==> config.mk <==
export PLATFORM = sky130hd
export DESIGN_NAME = sbus_frame_decoder_flat
export DESIGN_NICKNAME = d
export VERILOG_FILES = /design/src/hw/rtl/sbf_pkg.sv /design/src/hw/rtl/sbf_if.sv /design/src/hw/rtl/sbus_frame_decoder.sv /design/src/hw/rtl/sbf_div.sv /design/src/hw/rtl/sbf_framer.sv /design/src/hw/rtl/sbf_chan.sv /design/src/flat_wrapper.sv
export SDC_FILE = /design/constraint.sdc
export NUM_CORES = 1
export LEC_CHECK = 0
export ABC_CLOCK_PERIOD_IN_PS = 6200
export BUFFER_PORTS_ARGS = -buffer_cell sky130_fd_sc_hd__buf_4
export CORE_MARGIN = 2
export CORE_UTILIZATION = 35
export DETAILED_ROUTE_END_ITERATION = 16
export GPL_TIMING_DRIVEN = 0
export SYNTH_ARGS = -nofsm -noshare
export SYNTH_HDL_FRONTEND = slang
export SYNTH_HIERARCHICAL = 1
export SYNTH_SLANG_ARGS = --single-unit
==> constraint.sdc <==
create_clock -name i_clk -period 6.2 [get_ports i_clk]
set_input_delay 1.24 -clock i_clk [delete_from_list [all_inputs] [get_ports i_clk]]
set_output_delay 1.24 -clock i_clk [all_outputs]
set_load 0.02 [all_outputs]
==> src/hw/rtl/sbf_pkg.sv <==
// sbf_pkg: constants, register indexes and shared types of the serial bus frame decoder.
// Used by the interfaces and by every module of the block; depends on nothing.
`default_nettype none

package sbf_pkg;

    localparam int CHANNELS    = 16;
    localparam int FRAME_BYTES = 25;
    localparam int BODY_BYTES  = FRAME_BYTES - 2;
    localparam int COUNT_WIDTH = 32;

    localparam int BYTE_W   = 8;
    localparam int BODY_W   = BODY_BYTES * BYTE_W;
    localparam int RAW_W    = 11;
    localparam int CH_W     = 4;
    localparam int POS_W    = 5;
    localparam int SCALED_W = 16;
    localparam int Q_FRAC   = 14;
    localparam int Q_ONE    = 1 << Q_FRAC;
    localparam int QUO_W    = Q_FRAC + 1;
    localparam int REM_W    = RAW_W + 1;
    localparam int STEP_W   = $clog2(QUO_W);
    localparam int DIFF_W   = RAW_W + 2;

    localparam int CFG_IDX_W  = 2;
    localparam int CFG_DATA_W = RAW_W;

    localparam logic [CFG_IDX_W-1:0] REG_MAX_VALUE = CFG_IDX_W'(0);
    localparam logic [CFG_IDX_W-1:0] REG_MIN_VALUE = CFG_IDX_W'(1);

    localparam logic [RAW_W-1:0]  MAX_RESET  = RAW_W'(2000);
    localparam logic [RAW_W-1:0]  MIN_RESET  = RAW_W'(1000);
    localparam logic [BYTE_W-1:0] START_BYTE = 8'h0F;
    localparam logic [BYTE_W-1:0] END_BYTE   = 8'h00;

    localparam int FLAG_D17  = 0;
    localparam int FLAG_D18  = 1;
    localparam int FLAG_FAIL = 3;

    typedef struct packed {
        logic fire;
        logic ok;
    } t_frame_ev;

endpackage

`default_nettype wire

==> src/hw/rtl/sbf_if.sv <==
// sbf_if: valid/ready channels of the frame decoder: received bytes, config writes, results.
// Depends on sbf_pkg for field widths.
`default_nettype none

interface sbf_byte_if import sbf_pkg::*; ();
    logic              valid;
    logic              ready;
    logic [BYTE_W-1:0] rx_byte;

    modport source (output valid, output rx_byte, input ready);
    modport sink   (input valid, input rx_byte, output ready);
endinterface

interface sbf_cfg_if import sbf_pkg::*; ();
    logic                  valid;
    logic                  ready;
    logic [CFG_IDX_W-1:0]  reg_index;
    logic [CFG_DATA_W-1:0] reg_data;

    modport source (output valid, output reg_index, output reg_data, input ready);
    modport sink   (input valid, input reg_index, input reg_data, output ready);
endinterface

interface sbf_res_if import sbf_pkg::*; ();
    logic                       valid;
    logic                       ready;
    logic [CH_W-1:0]            channel_index;
    logic [RAW_W-1:0]           raw_value;
    logic signed [SCALED_W-1:0] scaled_value;
    logic                       in_range;
    logic                       digital_17;
    logic                       digital_18;
    logic                       failsafe_flag;
    logic                       frame_ok;
    logic [COUNT_WIDTH-1:0]     good_frames;
    logic [COUNT_WIDTH-1:0]     bad_frames;
    logic                       last_of_run;

    modport source (
        output valid, output channel_index, output raw_value, output scaled_value,
        output in_range, output digital_17, output digital_18, output failsafe_flag,
        output frame_ok, output good_frames, output bad_frames, output last_of_run,
        input ready
    );
    modport sink (
        input valid, input channel_index, input raw_value, input scaled_value,
        input in_range, input digital_17, input digital_18, input failsafe_flag,
        input frame_ok, input good_frames, input bad_frames, input last_of_run,
        output ready
    );
endinterface

`default_nettype wire

==> src/hw/rtl/sbus_frame_decoder.sv <==
// sbus_frame_decoder: top level of the serial bus frame decoder, with the config registers.
// Instantiates sbf_framer and sbf_chan; depends on sbf_pkg and sbf_if.
//
//  channel  dir  word contents
//  i_rx     in   rx_byte: one received serial byte
//  i_cfg    in   reg_index, reg_data: 0 max_value, 1 min_value, others ignored
//  o_res    out  one channel result, or one error result on a bad end byte
//
// A byte is taken while input ready is high; the 24th byte after a start byte ends the frame.
// A good frame then gives 16 results; an in-range channel with a nonzero divisor goes
// through LOAD, 15 divider steps, FIN and output; any other channel skips the divider.
// An error result follows its byte through the frame event and state registers.
// Input ready stays low while results are produced or wait on a stalled sink.
// Reset clears counters, position and registers to 2000/1000; the body is not cleared.
`default_nettype none

module sbus_frame_decoder import sbf_pkg::*; (
    input  wire logic i_clk,
    input  wire logic i_rst_n,
    sbf_byte_if.sink  i_rx,
    sbf_cfg_if.sink   i_cfg,
    sbf_res_if.source o_res
);

    logic [RAW_W-1:0]       r_max;
    logic [RAW_W-1:0]       r_min;
    t_frame_ev              ev;
    logic [RAW_W-1:0]       raw;
    logic [BYTE_W-1:0]      flags;
    logic [COUNT_WIDTH-1:0] good;
    logic [COUNT_WIDTH-1:0] bad;
    logic                   busy;
    logic                   adv;

    assign i_cfg.ready = 1'b1;

    always_ff @(posedge i_clk) begin
        if (!i_rst_n) begin
            r_max <= MAX_RESET;
            r_min <= MIN_RESET;
        end else if (i_cfg.valid) begin
            unique case (i_cfg.reg_index)
                REG_MAX_VALUE: r_max <= i_cfg.reg_data;
                REG_MIN_VALUE: r_min <= i_cfg.reg_data;
                default: ;
            endcase
        end
    end

    sbf_framer u_framer (
        .i_clk   (i_clk),
        .i_rst_n (i_rst_n),
        .i_rx    (i_rx),
        .i_busy  (busy),
        .i_adv   (adv),
        .o_ev    (ev),
        .o_raw   (raw),
        .o_flags (flags),
        .o_good  (good),
        .o_bad   (bad)
    );

    sbf_chan u_chan (
        .i_clk   (i_clk),
        .i_rst_n (i_rst_n),
        .i_ev    (ev),
        .i_raw   (raw),
        .i_flags (flags),
        .i_good  (good),
        .i_bad   (bad),
        .i_max   (r_max),
        .i_min   (r_min),
        .o_busy  (busy),
        .o_adv   (adv),
        .o_res   (o_res)
    );

endmodule

`default_nettype wire

==> src/hw/rtl/sbf_div.sv <==
// sbf_div: bit-serial restoring divider, one quotient bit per cycle, Q_FRAC fraction bits.
// Computes floor(num * 2^Q_FRAC / den) for num <= den. Depends on sbf_pkg.
`default_nettype none

module sbf_div import sbf_pkg::*; (
    input  wire logic             i_clk,
    input  wire logic             i_rst_n,
    input  wire logic             i_start,
    input  wire logic [REM_W-1:0] i_num,
    input  wire logic [RAW_W-1:0] i_den,
    output logic                  o_done,
    output logic [QUO_W-1:0]      o_quo
);

    logic              r_busy;
    logic [STEP_W-1:0] r_step;
    logic [REM_W-1:0]  r_rem;
    logic [QUO_W-1:0]  r_q;
    logic [RAW_W-1:0]  r_den;
    logic              ge;
    logic [REM_W-1:0]  rem_sub;

    assign ge      = r_rem >= {1'b0, r_den};
    assign rem_sub = ge ? (r_rem - {1'b0, r_den}) : r_rem;
    assign o_done  = r_busy && (r_step == '0);
    assign o_quo   = {r_q[QUO_W-2:0], ge};

    always_ff @(posedge i_clk) begin
        if (!i_rst_n) begin
            r_busy <= 1'b0;
            r_step <= '0;
        end else if (i_start) begin
            r_busy <= 1'b1;
            r_step <= STEP_W'(QUO_W - 1);
        end else if (r_busy) begin
            r_step <= r_step - 1'b1;
            if (r_step == '0) begin
                r_busy <= 1'b0;
            end
        end
    end

    always_ff @(posedge i_clk) begin
        if (i_start) begin
            r_rem <= i_num;
            r_den <= i_den;
            r_q   <= '0;
        end else if (r_busy) begin
            r_rem <= {rem_sub[REM_W-2:0], 1'b0};
            r_q   <= {r_q[QUO_W-2:0], ge};
        end
    end

endmodule

`default_nettype wire

==> src/hw/rtl/sbf_framer.sv <==
// sbf_framer: start-byte hunt, body shift register, end-byte check and frame counters.
// Shifts the body out RAW_W bits at a time on request. Depends on sbf_pkg, sbf_if.
`default_nettype none

module sbf_framer import sbf_pkg::*; (
    input  wire logic          i_clk,
    input  wire logic          i_rst_n,
    sbf_byte_if.sink           i_rx,
    input  wire logic          i_busy,
    input  wire logic          i_adv,
    output t_frame_ev          o_ev,
    output logic [RAW_W-1:0]   o_raw,
    output logic [BYTE_W-1:0]  o_flags,
    output logic [COUNT_WIDTH-1:0] o_good,
    output logic [COUNT_WIDTH-1:0] o_bad
);

    localparam logic [POS_W-1:0] POS_END = POS_W'(BODY_BYTES + 1);

    logic [POS_W-1:0]       r_pos;
    logic [BODY_W-1:0]      r_body;
    logic [COUNT_WIDTH-1:0] r_good;
    logic [COUNT_WIDTH-1:0] r_bad;
    t_frame_ev              r_ev;
    logic                   accept;

    assign i_rx.ready = !i_busy && !r_ev.fire;
    assign accept     = i_rx.valid && i_rx.ready;
    assign o_ev       = r_ev;
    assign o_raw      = r_body[RAW_W-1:0];
    assign o_flags    = r_body[BODY_W-1 -: BYTE_W];
    assign o_good     = r_good;
    assign o_bad      = r_bad;

    always_ff @(posedge i_clk) begin
        if (!i_rst_n) begin
            r_pos  <= '0;
            r_good <= '0;
            r_bad  <= '0;
            r_ev   <= '0;
        end else begin
            r_ev <= '0;
            if (accept) begin
                if (r_pos == '0) begin
                    if (i_rx.rx_byte == START_BYTE) begin
                        r_pos <= POS_W'(1);
                    end
                end else if (r_pos == POS_END) begin
                    r_pos      <= '0;
                    r_ev.fire  <= 1'b1;
                    if (i_rx.rx_byte == END_BYTE) begin
                        r_ev.ok <= 1'b1;
                        r_good  <= r_good + 1'b1;
                    end else begin
                        r_bad <= r_bad + 1'b1;
                    end
                end else begin
                    r_pos <= r_pos + 1'b1;
                end
            end
        end
    end

    always_ff @(posedge i_clk) begin
        if (accept && (r_pos != '0) && (r_pos != POS_END)) begin
            r_body <= {i_rx.rx_byte, r_body[BODY_W-1:BYTE_W]};
        end else if (i_adv) begin
            r_body <= {{RAW_W{1'b0}}, r_body[BODY_W-1:RAW_W]};
        end
    end

endmodule

`default_nettype wire

==> src/hw/rtl/sbf_chan.sv <==
// sbf_chan: per-channel sequencer: range check, Q1.14 scaling through sbf_div, result register.
// Depends on sbf_pkg, sbf_if and sbf_div.
`default_nettype none

module sbf_chan import sbf_pkg::*; (
    input  wire logic              i_clk,
    input  wire logic              i_rst_n,
    input  wire t_frame_ev         i_ev,
    input  wire logic [RAW_W-1:0]  i_raw,
    input  wire logic [BYTE_W-1:0] i_flags,
    input  wire logic [COUNT_WIDTH-1:0] i_good,
    input  wire logic [COUNT_WIDTH-1:0] i_bad,
    input  wire logic [RAW_W-1:0]  i_max,
    input  wire logic [RAW_W-1:0]  i_min,
    output logic                   o_busy,
    output logic                   o_adv,
    sbf_res_if.source              o_res
);

    typedef enum logic [4:0] {
        S_IDLE = 5'b00001,
        S_LOAD = 5'b00010,
        S_DIV  = 5'b00100,
        S_FIN  = 5'b01000,
        S_OUT  = 5'b10000
    } t_state;

    t_state                     r_state;
    t_state                     n_state;
    logic [CH_W-1:0]            r_ch;
    logic [RAW_W-1:0]           r_mid;
    logic [RAW_W-1:0]           r_div;
    logic [RAW_W-1:0]           r_raw;
    logic                       r_inr;
    logic                       r_neg;
    logic                       r_ok;
    logic [BYTE_W-1:0]          r_flags;
    logic [QUO_W-1:0]           r_quo;
    logic signed [SCALED_W-1:0] r_scaled;

    logic [RAW_W:0]    sum;
    logic              in_rng;
    logic [DIFF_W-1:0] diff;
    logic [DIFF_W-1:0] mag;
    logic              skip;
    logic              div_start;
    logic              div_done;
    logic [QUO_W-1:0]  div_quo;
    logic              last;

    assign sum       = {1'b0, i_max} + {1'b0, i_min};
    assign in_rng    = (i_raw >= i_min) && (i_raw <= i_max);
    assign diff      = {2'b00, i_raw} - {2'b00, r_mid};
    assign mag       = diff[DIFF_W-1] ? (~diff + 1'b1) : diff;
    assign skip      = !in_rng || (r_div == '0);
    assign div_start = (r_state == S_LOAD) && !skip;
    assign last      = r_ch == CH_W'(CHANNELS - 1);

    assign o_busy = r_state != S_IDLE;
    assign o_adv  = r_state == S_LOAD;

    sbf_div u_div (
        .i_clk   (i_clk),
        .i_rst_n (i_rst_n),
        .i_start (div_start),
        .i_num   (mag[REM_W-1:0]),
        .i_den   (r_div),
        .o_done  (div_done),
        .o_quo   (div_quo)
    );

    always_comb begin
        n_state = r_state;
        unique case (r_state)
            S_IDLE: begin
                if (i_ev.fire) begin
                    n_state = i_ev.ok ? S_LOAD : S_OUT;
                end
            end
            S_LOAD: n_state = skip ? S_FIN : S_DIV;
            S_DIV: begin
                if (div_done) begin
                    n_state = S_FIN;
                end
            end
            S_FIN: n_state = S_OUT;
            S_OUT: begin
                if (o_res.ready) begin
                    n_state = (!r_ok || last) ? S_IDLE : S_LOAD;
                end
            end
            default: n_state = S_IDLE;
        endcase
    end

    always_ff @(posedge i_clk) begin
        if (!i_rst_n) begin
            r_state <= S_IDLE;
            r_ch    <= '0;
            r_ok    <= 1'b0;
        end else begin
            r_state <= n_state;
            if (r_state == S_IDLE && i_ev.fire) begin
                r_ch <= '0;
                r_ok <= i_ev.ok;
            end else if (r_state == S_OUT && o_res.ready) begin
                r_ch <= r_ch + 1'b1;
            end
        end
    end

    always_ff @(posedge i_clk) begin
        unique case (r_state)
            S_IDLE: begin
                if (i_ev.fire) begin
                    r_mid    <= sum[RAW_W:1];
                    r_div    <= i_max - sum[RAW_W:1];
                    r_flags  <= i_ev.ok ? i_flags : '0;
                    r_raw    <= '0;
                    r_inr    <= 1'b0;
                    r_scaled <= '0;
                end
            end
            S_LOAD: begin
                r_raw <= i_raw;
                r_inr <= in_rng;
                r_neg <= diff[DIFF_W-1];
                r_quo <= '0;
            end
            S_DIV: begin
                if (div_done) begin
                    r_quo <= div_quo;
                end
            end
            S_FIN: begin
                r_scaled <= r_neg ? -$signed({1'b0, r_quo}) : $signed({1'b0, r_quo});
            end
            S_OUT: ;
            default: ;
        endcase
    end

    assign o_res.valid         = r_state == S_OUT;
    assign o_res.channel_index = r_ch;
    assign o_res.raw_value     = r_raw;
    assign o_res.scaled_value  = r_scaled;
    assign o_res.in_range      = r_inr;
    assign o_res.digital_17    = r_flags[FLAG_D17];
    assign o_res.digital_18    = r_flags[FLAG_D18];
    assign o_res.failsafe_flag = r_flags[FLAG_FAIL];
    assign o_res.frame_ok      = r_ok;
    assign o_res.good_frames   = i_good;
    assign o_res.bad_frames    = i_bad;
    assign o_res.last_of_run   = !r_ok || last;

endmodule

`default_nettype wire

==> src/flat_wrapper.sv <==
// flat-port wrapper written by rule: the top's interface ports become plain ports
module sbus_frame_decoder_flat import sbf_pkg::*;
  (i_clk, i_rst_n, i_rx_valid, i_rx_rx_byte, i_rx_ready, i_cfg_valid, i_cfg_reg_index, i_cfg_reg_data, i_cfg_ready, o_res_valid, o_res_channel_index, o_res_raw_value, o_res_scaled_value, o_res_in_range, o_res_digital_17, o_res_digital_18, o_res_failsafe_flag, o_res_frame_ok, o_res_good_frames, o_res_bad_frames, o_res_last_of_run, o_res_ready);
  sbf_byte_if i_rx_i ();
  sbf_cfg_if i_cfg_i ();
  sbf_res_if o_res_i ();
  input  wire logic i_clk;
  input  wire logic i_rst_n;
  input wire logic [$bits(i_rx_i.valid)-1:0] i_rx_valid;
  input wire logic [$bits(i_rx_i.rx_byte)-1:0] i_rx_rx_byte;
  output wire logic [$bits(i_rx_i.ready)-1:0] i_rx_ready;
  input wire logic [$bits(i_cfg_i.valid)-1:0] i_cfg_valid;
  input wire logic [$bits(i_cfg_i.reg_index)-1:0] i_cfg_reg_index;
  input wire logic [$bits(i_cfg_i.reg_data)-1:0] i_cfg_reg_data;
  output wire logic [$bits(i_cfg_i.ready)-1:0] i_cfg_ready;
  output wire logic [$bits(o_res_i.valid)-1:0] o_res_valid;
  output wire logic [$bits(o_res_i.channel_index)-1:0] o_res_channel_index;
  output wire logic [$bits(o_res_i.raw_value)-1:0] o_res_raw_value;
  output wire logic [$bits(o_res_i.scaled_value)-1:0] o_res_scaled_value;
  output wire logic [$bits(o_res_i.in_range)-1:0] o_res_in_range;
  output wire logic [$bits(o_res_i.digital_17)-1:0] o_res_digital_17;
  output wire logic [$bits(o_res_i.digital_18)-1:0] o_res_digital_18;
  output wire logic [$bits(o_res_i.failsafe_flag)-1:0] o_res_failsafe_flag;
  output wire logic [$bits(o_res_i.frame_ok)-1:0] o_res_frame_ok;
  output wire logic [$bits(o_res_i.good_frames)-1:0] o_res_good_frames;
  output wire logic [$bits(o_res_i.bad_frames)-1:0] o_res_bad_frames;
  output wire logic [$bits(o_res_i.last_of_run)-1:0] o_res_last_of_run;
  input wire logic [$bits(o_res_i.ready)-1:0] o_res_ready;
  assign i_rx_i.valid = i_rx_valid;
  assign i_rx_i.rx_byte = i_rx_rx_byte;
  assign i_rx_ready = i_rx_i.ready;
  assign i_cfg_i.valid = i_cfg_valid;
  assign i_cfg_i.reg_index = i_cfg_reg_index;
  assign i_cfg_i.reg_data = i_cfg_reg_data;
  assign i_cfg_ready = i_cfg_i.ready;
  assign o_res_valid = o_res_i.valid;
  assign o_res_channel_index = o_res_i.channel_index;
  assign o_res_raw_value = o_res_i.raw_value;
  assign o_res_scaled_value = o_res_i.scaled_value;
  assign o_res_in_range = o_res_i.in_range;
  assign o_res_digital_17 = o_res_i.digital_17;
  assign o_res_digital_18 = o_res_i.digital_18;
  assign o_res_failsafe_flag = o_res_i.failsafe_flag;
  assign o_res_frame_ok = o_res_i.frame_ok;
  assign o_res_good_frames = o_res_i.good_frames;
  assign o_res_bad_frames = o_res_i.bad_frames;
  assign o_res_last_of_run = o_res_i.last_of_run;
  assign o_res_i.ready = o_res_ready;
  sbus_frame_decoder u_core (.i_clk(i_clk), .i_rst_n(i_rst_n), .i_rx(i_rx_i), .i_cfg(i_cfg_i), .o_res(o_res_i));
endmodule
## Word-level counts from Yosys, hierarchy flattened

Cells that the tools add are included.

- Register bits after elaboration: 399
- Input bits: 26
- Output and inout bits: 104
- Word-level logic and storage cells: 133

- $add $sub $neg: 11
- Magnitude comparators: 3
- Eq/ne operators: 15
- Multiplexer cells: 32
- Bitwise gates (word level): 6
- Reductions and logical operators: 41

Operators with widths:

| kind | count |
|---|---|
| 2-to-1 mux 184 bit | 2 |
| adder 32 x 1 -> 32 bit (second input constant) | 2 |
| 2-to-1 mux 12 bit | 3 |
| 2-to-1 mux 5 bit | 7 |
| 2-to-1 mux 16 bit | 2 |
| case mux 16 bit (2 select lines) | 1 |
| case mux 15 bit (2 select lines) | 1 |
| case mux 5 bit (5 select lines) | 1 |
| 2-to-1 mux 11 bit | 2 |
| case mux 11 bit (2 select lines) | 1 |
| subtractor 11 bit | 2 |
| negation 15 -> 16 bit | 1 |
| 2-to-1 mux 15 bit | 1 |
| AND reduction 2 bit | 7 |
| adder 11 x 11 -> 12 bit | 1 |
| adder 12 x 1 -> 12 bit (second input constant) | 1 |
| greater-or-equal comparator 12 x 11 -> 1 bit | 1 |
| 2-to-1 mux 4 bit | 3 |
| NOT 12 bit | 1 |
| subtractor 11 x 11 -> 12 bit | 1 |
| greater-or-equal comparator 11 bit | 1 |
| less-or-equal comparator 11 bit | 1 |
| zero test 11 bit | 1 |
| == test 5 bit (second input constant) | 2 |
| 32 further kinds | 62 |

## Logic depth before layout (Yosys ltp)

- Word-level depth: 7
- Gate-level depth with buffers: 17
- Depth with buffers taken out: 16

## Cells and area by module

Netlist, hierarchy kept.

By module, submodules not included:

| module | instances | cells each | area an instance (um^2) | seq. area each (um^2) |
|---|---|---|---|---|
| sbf_framer | 1 | 848 | 11,516.0 | 6,946.7 |
| sbf_chan | 1 | 609 | 5,849.4 | 2,272.2 |
| sbf_div | 1 | 220 | 2,354.8 | 1,071.0 |
| sbus_frame_decoder | 1 | 91 | 923.4 | 440.4 |

## Worst setup path after synthesis

Ideal clock, no wire load.

- Path type: input to register
- From: input i_rx_valid
- To: register u_core.u_framer.r_body[0] (enable)
- Setup time: 467 ps
- Arrival: 4,608 ps
- Data required time: 5,733 ps
- Slack: 1,125 ps
- Stages: 6
- Buffers on the path: 3
- Cells stage by stage: nor3b_1 -> o21a_1 -> buf_2 -> buf_2 -> buf_2 -> or2_2

- Longest elaborated chain between the ends: 4

Ends and longest elaborated chain:

| element | RTL line | RTL |
|---|---|---|
| start: declaration | flat_wrapper.sv:9 | `input wire logic [$bits(i_rx_i.valid)-1:0] i_rx_valid;` |
| logical AND 1 bit | sbf_framer.sv:28 | `assign accept = i_rx.valid && i_rx.ready;` |
| logical AND 1 bit (2 in series) | sbf_framer.sv:65 | `if (accept && (r_pos != '0) && (r_pos != POS_END)) begin` |
| nonzero test 2 bit (no line) | - |  |
| end signal: assignment | sbf_framer.sv:66 | `r_body <= {i_rx.rx_byte, r_body[BODY_W-1:BYTE_W]};` |
| end signal: assignment | sbf_framer.sv:68 | `r_body <= {{RAW_W{1'b0}}, r_body[BODY_W-1:RAW_W]};` |
| end: declaration | sbf_framer.sv:21 | `logic [BODY_W-1:0] r_body;` |

Every way passes these cells.
A chain may end at the register's enable or synchronous reset.

## Worst setup path after layout

- From: register u_core.u_chan.r_state[4]
- To: register u_core.u_framer.r_body[135] (enable)

- Longest elaborated chain between the ends: 7
- Elaborated cells on any way between the ends: 8
- Those cells by class: eq/ne: 2; reduce/logical: 6

Ends and longest elaborated chain:

| element | RTL line | RTL |
|---|---|---|
| start: declaration | sbf_chan.sv:28 | `t_state r_state;` |
| start signal: assignment | sbf_chan.sv:102 | `r_state <= n_state;` |
| != test 5 x 1 -> 1 bit | sbf_chan.sv:59 | `assign o_busy = r_state != S_IDLE;` |
| via u_core.busy | sbus_frame_decoder.sv:32 | `logic busy;` |
| zero test 1 bit | sbf_framer.sv:27 | `assign i_rx.ready = !i_busy && !r_ev.fire;` |
| logical AND 1 bit | sbf_framer.sv:27 |  |
| logical AND 1 bit | sbf_framer.sv:28 |  |
| logical AND 1 bit (2 in series) | sbf_framer.sv:65 |  |
| nonzero test 2 bit (no line) | - |  |

The timed path passes the listed nets, and every way through them passes these cells.

==> run_results.csv <==
group,metric,value,unit
status,status,"completed",
global_routing,grt_max_degree,70,
floorplan,die_x,246.6,um
route,drt_first_pass_iters,5,
placed_design,numPortBuffers,128,
job,cap_violations,0,
floorplan,coreArea,57920,um^2
floorplan,dieArea,60830,um^2
floorplan,start_util,35.58,%
sta,rsz0062_at_grt,"no",
floorplan,rows,88,
critical_path,startpoint,"u_core/u_chan/r_state[4]",
route,drc,0,
route,wl,44000,um
sta,worst_slew_pin_slew,1.110,ns
placed_design,dp_hpwl,31850,um
route,drtIter0Drc,917,
synthesis,synth_nets,1861,
clock_tree,cts_tree,"built",
clock_tree,cts_sinks,398,
final_layout,stdcell_count,2743,
final_layout,area.sequential,10730,um^2
route,final_antenna_net_count,0,
final_layout,fillers,5470,
critical_path,endpoint_kind,"register",
power,powerDensity,238.0,nW/um^2
route,route.vias.total,13940,
route,via_per_inst,5.083,
placed_design,post-place-ws,1.709,ns
critical_path,cp_max_fo,69,
final_layout,fin_util,41.60,%
sta,timing.final.crit_share,65.62,%
sta,hold_viol,0,
final_layout,layout_common_cells,"edfxtp_1 (276), buf_4 (210), mux2_2 (173), dfxtp_1 (122), nand2_1 (96)",
sta,slew_viol_final,0,
final_layout,drive_gt1_share,26.34,%
sta,setup_slack,2.132,ns
floorplan,pin_count,130,
clock_tree,postCtsSetupRepairBufs,0,
power,vdd_ir_drop_max,194.1,uV
global_routing,grt_pass1_wl,71300,um
sta,fin_crit,4.068,ns
clock_tree,cts_hold_buf,0,
synthesis,syn_avg_cell_area,11.69,um^2
final_layout,layout.nets,2040,
clock_tree,numCtsBuffers,46,
global_routing,globalRouteOverflowTotal,0,
sta,slew_headroom,25.90,%
clock_tree,cts_max_level,2,
clock_tree,clock_latency,0.59,ns
placed_design,dp_cells,2659,
global_routing,grt_use_total,14.39,%
clock_tree,cts.clk_slew.worst_paths,0.06,ns
hold_path,hp-class,"register to register",
clock_tree,post_cts_resized,0,
final_layout,syn2layout_area_growth,16.92,%
final_layout,antenna_cells,0,
floorplan,die-height,246.6,um
sta,finalClockSkew,0.01567,ns
global_routing,antenna_found_initial,2,
global_routing,first_global_vias,14010,
critical_path,start_kind,"register",
sta,setup_viol,0,
clock_tree,clockBufferDepth,3,
synthesis,syn_inst,1763,
hold_path,hp-start,"u_core/u_chan/r_div[8]",
power,p_leak,9.048,nW
synthesis,synth_area,20610,um^2
sta,tns,0,ns
placed_design,place_congestion,0.8632,
critical_path,crit_type,"register to register",
synthesis,ys_warn_count,6,
clock_tree,cts-root-buf,"clkbuf_16",
critical_path,required,6.46,ns
route,wl_per_cell,16.04,um
critical_path,rr_startpoint,"u_core/u_chan/r_state[4]",
final_layout,multi_input_area,8559,um^2
final_layout,final_common_cell,"edfxtp_1",
sta,fmax,0.2458,GHz
critical_path,arrival,4.33,ns
## per-stage QoR
stage / hold WS [ns] / area, um^2 / power (mW)
floorplan: 0.4268 / 20610 / 3.051
global placement: 0.4373 / 22520 / 3.113
detailed placement: 0.4390 / 22600 / 3.119
CTS: 0.4591 / 24090 / 5.817
global route: 0.4779 / 24090 / 5.940
finish: 0.4551 / 24090 / 5.733
## power breakdown
part           internal (mW)  total [mW]  switching [mW]
clock                   1.55        2.67            1.12
sequential              2.83        2.84          0.0108
combinational         0.0952       0.223           0.128
## worst max-delay path, stage by stage (launching register included)
cell	delay, ns
dfxtp_1	0.32
nor2_1	0.16
and3_1	0.23
inv_1	0.20
nor3b_1	0.59
o21a_1	0.21
buf_2	0.18
buf_2	0.28
buf_2	0.33
or2_4	0.78
buf_16	0.37
## state kept, by name, summed over array words and instances, names as in the netlist, 12 cells and up
name and count:
u_core/u_chan/o_res.scaled_value 16, u_core/u_framer/r_body 184, u_core/u_chan/u_div/r_rem 12, u_core/u_framer/o_bad 32
u_core/u_chan/u_div/r_q 14, u_core/u_framer/o_good 32, u_core/u_chan/r_quo 15
## final cells by class
cell class	instances	share of cell area, %
sequential	398	44.54
multi-input combinational	1117	35.53
clock buffer	63	5.339
timing repair buffer	131	4.264
buffer	152	3.999
tap	765	3.973
inverter	96	1.496
clock inverter	21	0.8621
## path summary, 6_finish.rpt
| check | endpoint | slack [ns] | cells after the start |
|---|---|---|---|
| setup / recovery | u_core/u_framer/r_body[135] | 2.13 | 10 |
| hold / removal | u_core/u_chan/u_div/r_den[8] | 0.46 | 0 |
| setup reg to reg | u_core/u_framer/r_body[135] | 2.13 | 10 |
| hold reg to reg | u_core/u_chan/u_div/r_den[8] | 0.46 | 0 |
## layer usage
layer	vias up	global-route usage, %	part of all wire, %
met5	-	0	0.070
met4	4	5.829	3.0
met3	97	3.322	6.3
met2	342	23.13	45
met1	6699	18.68	45
li1	6800	-	-
Power figures use the tool's default switching activity.
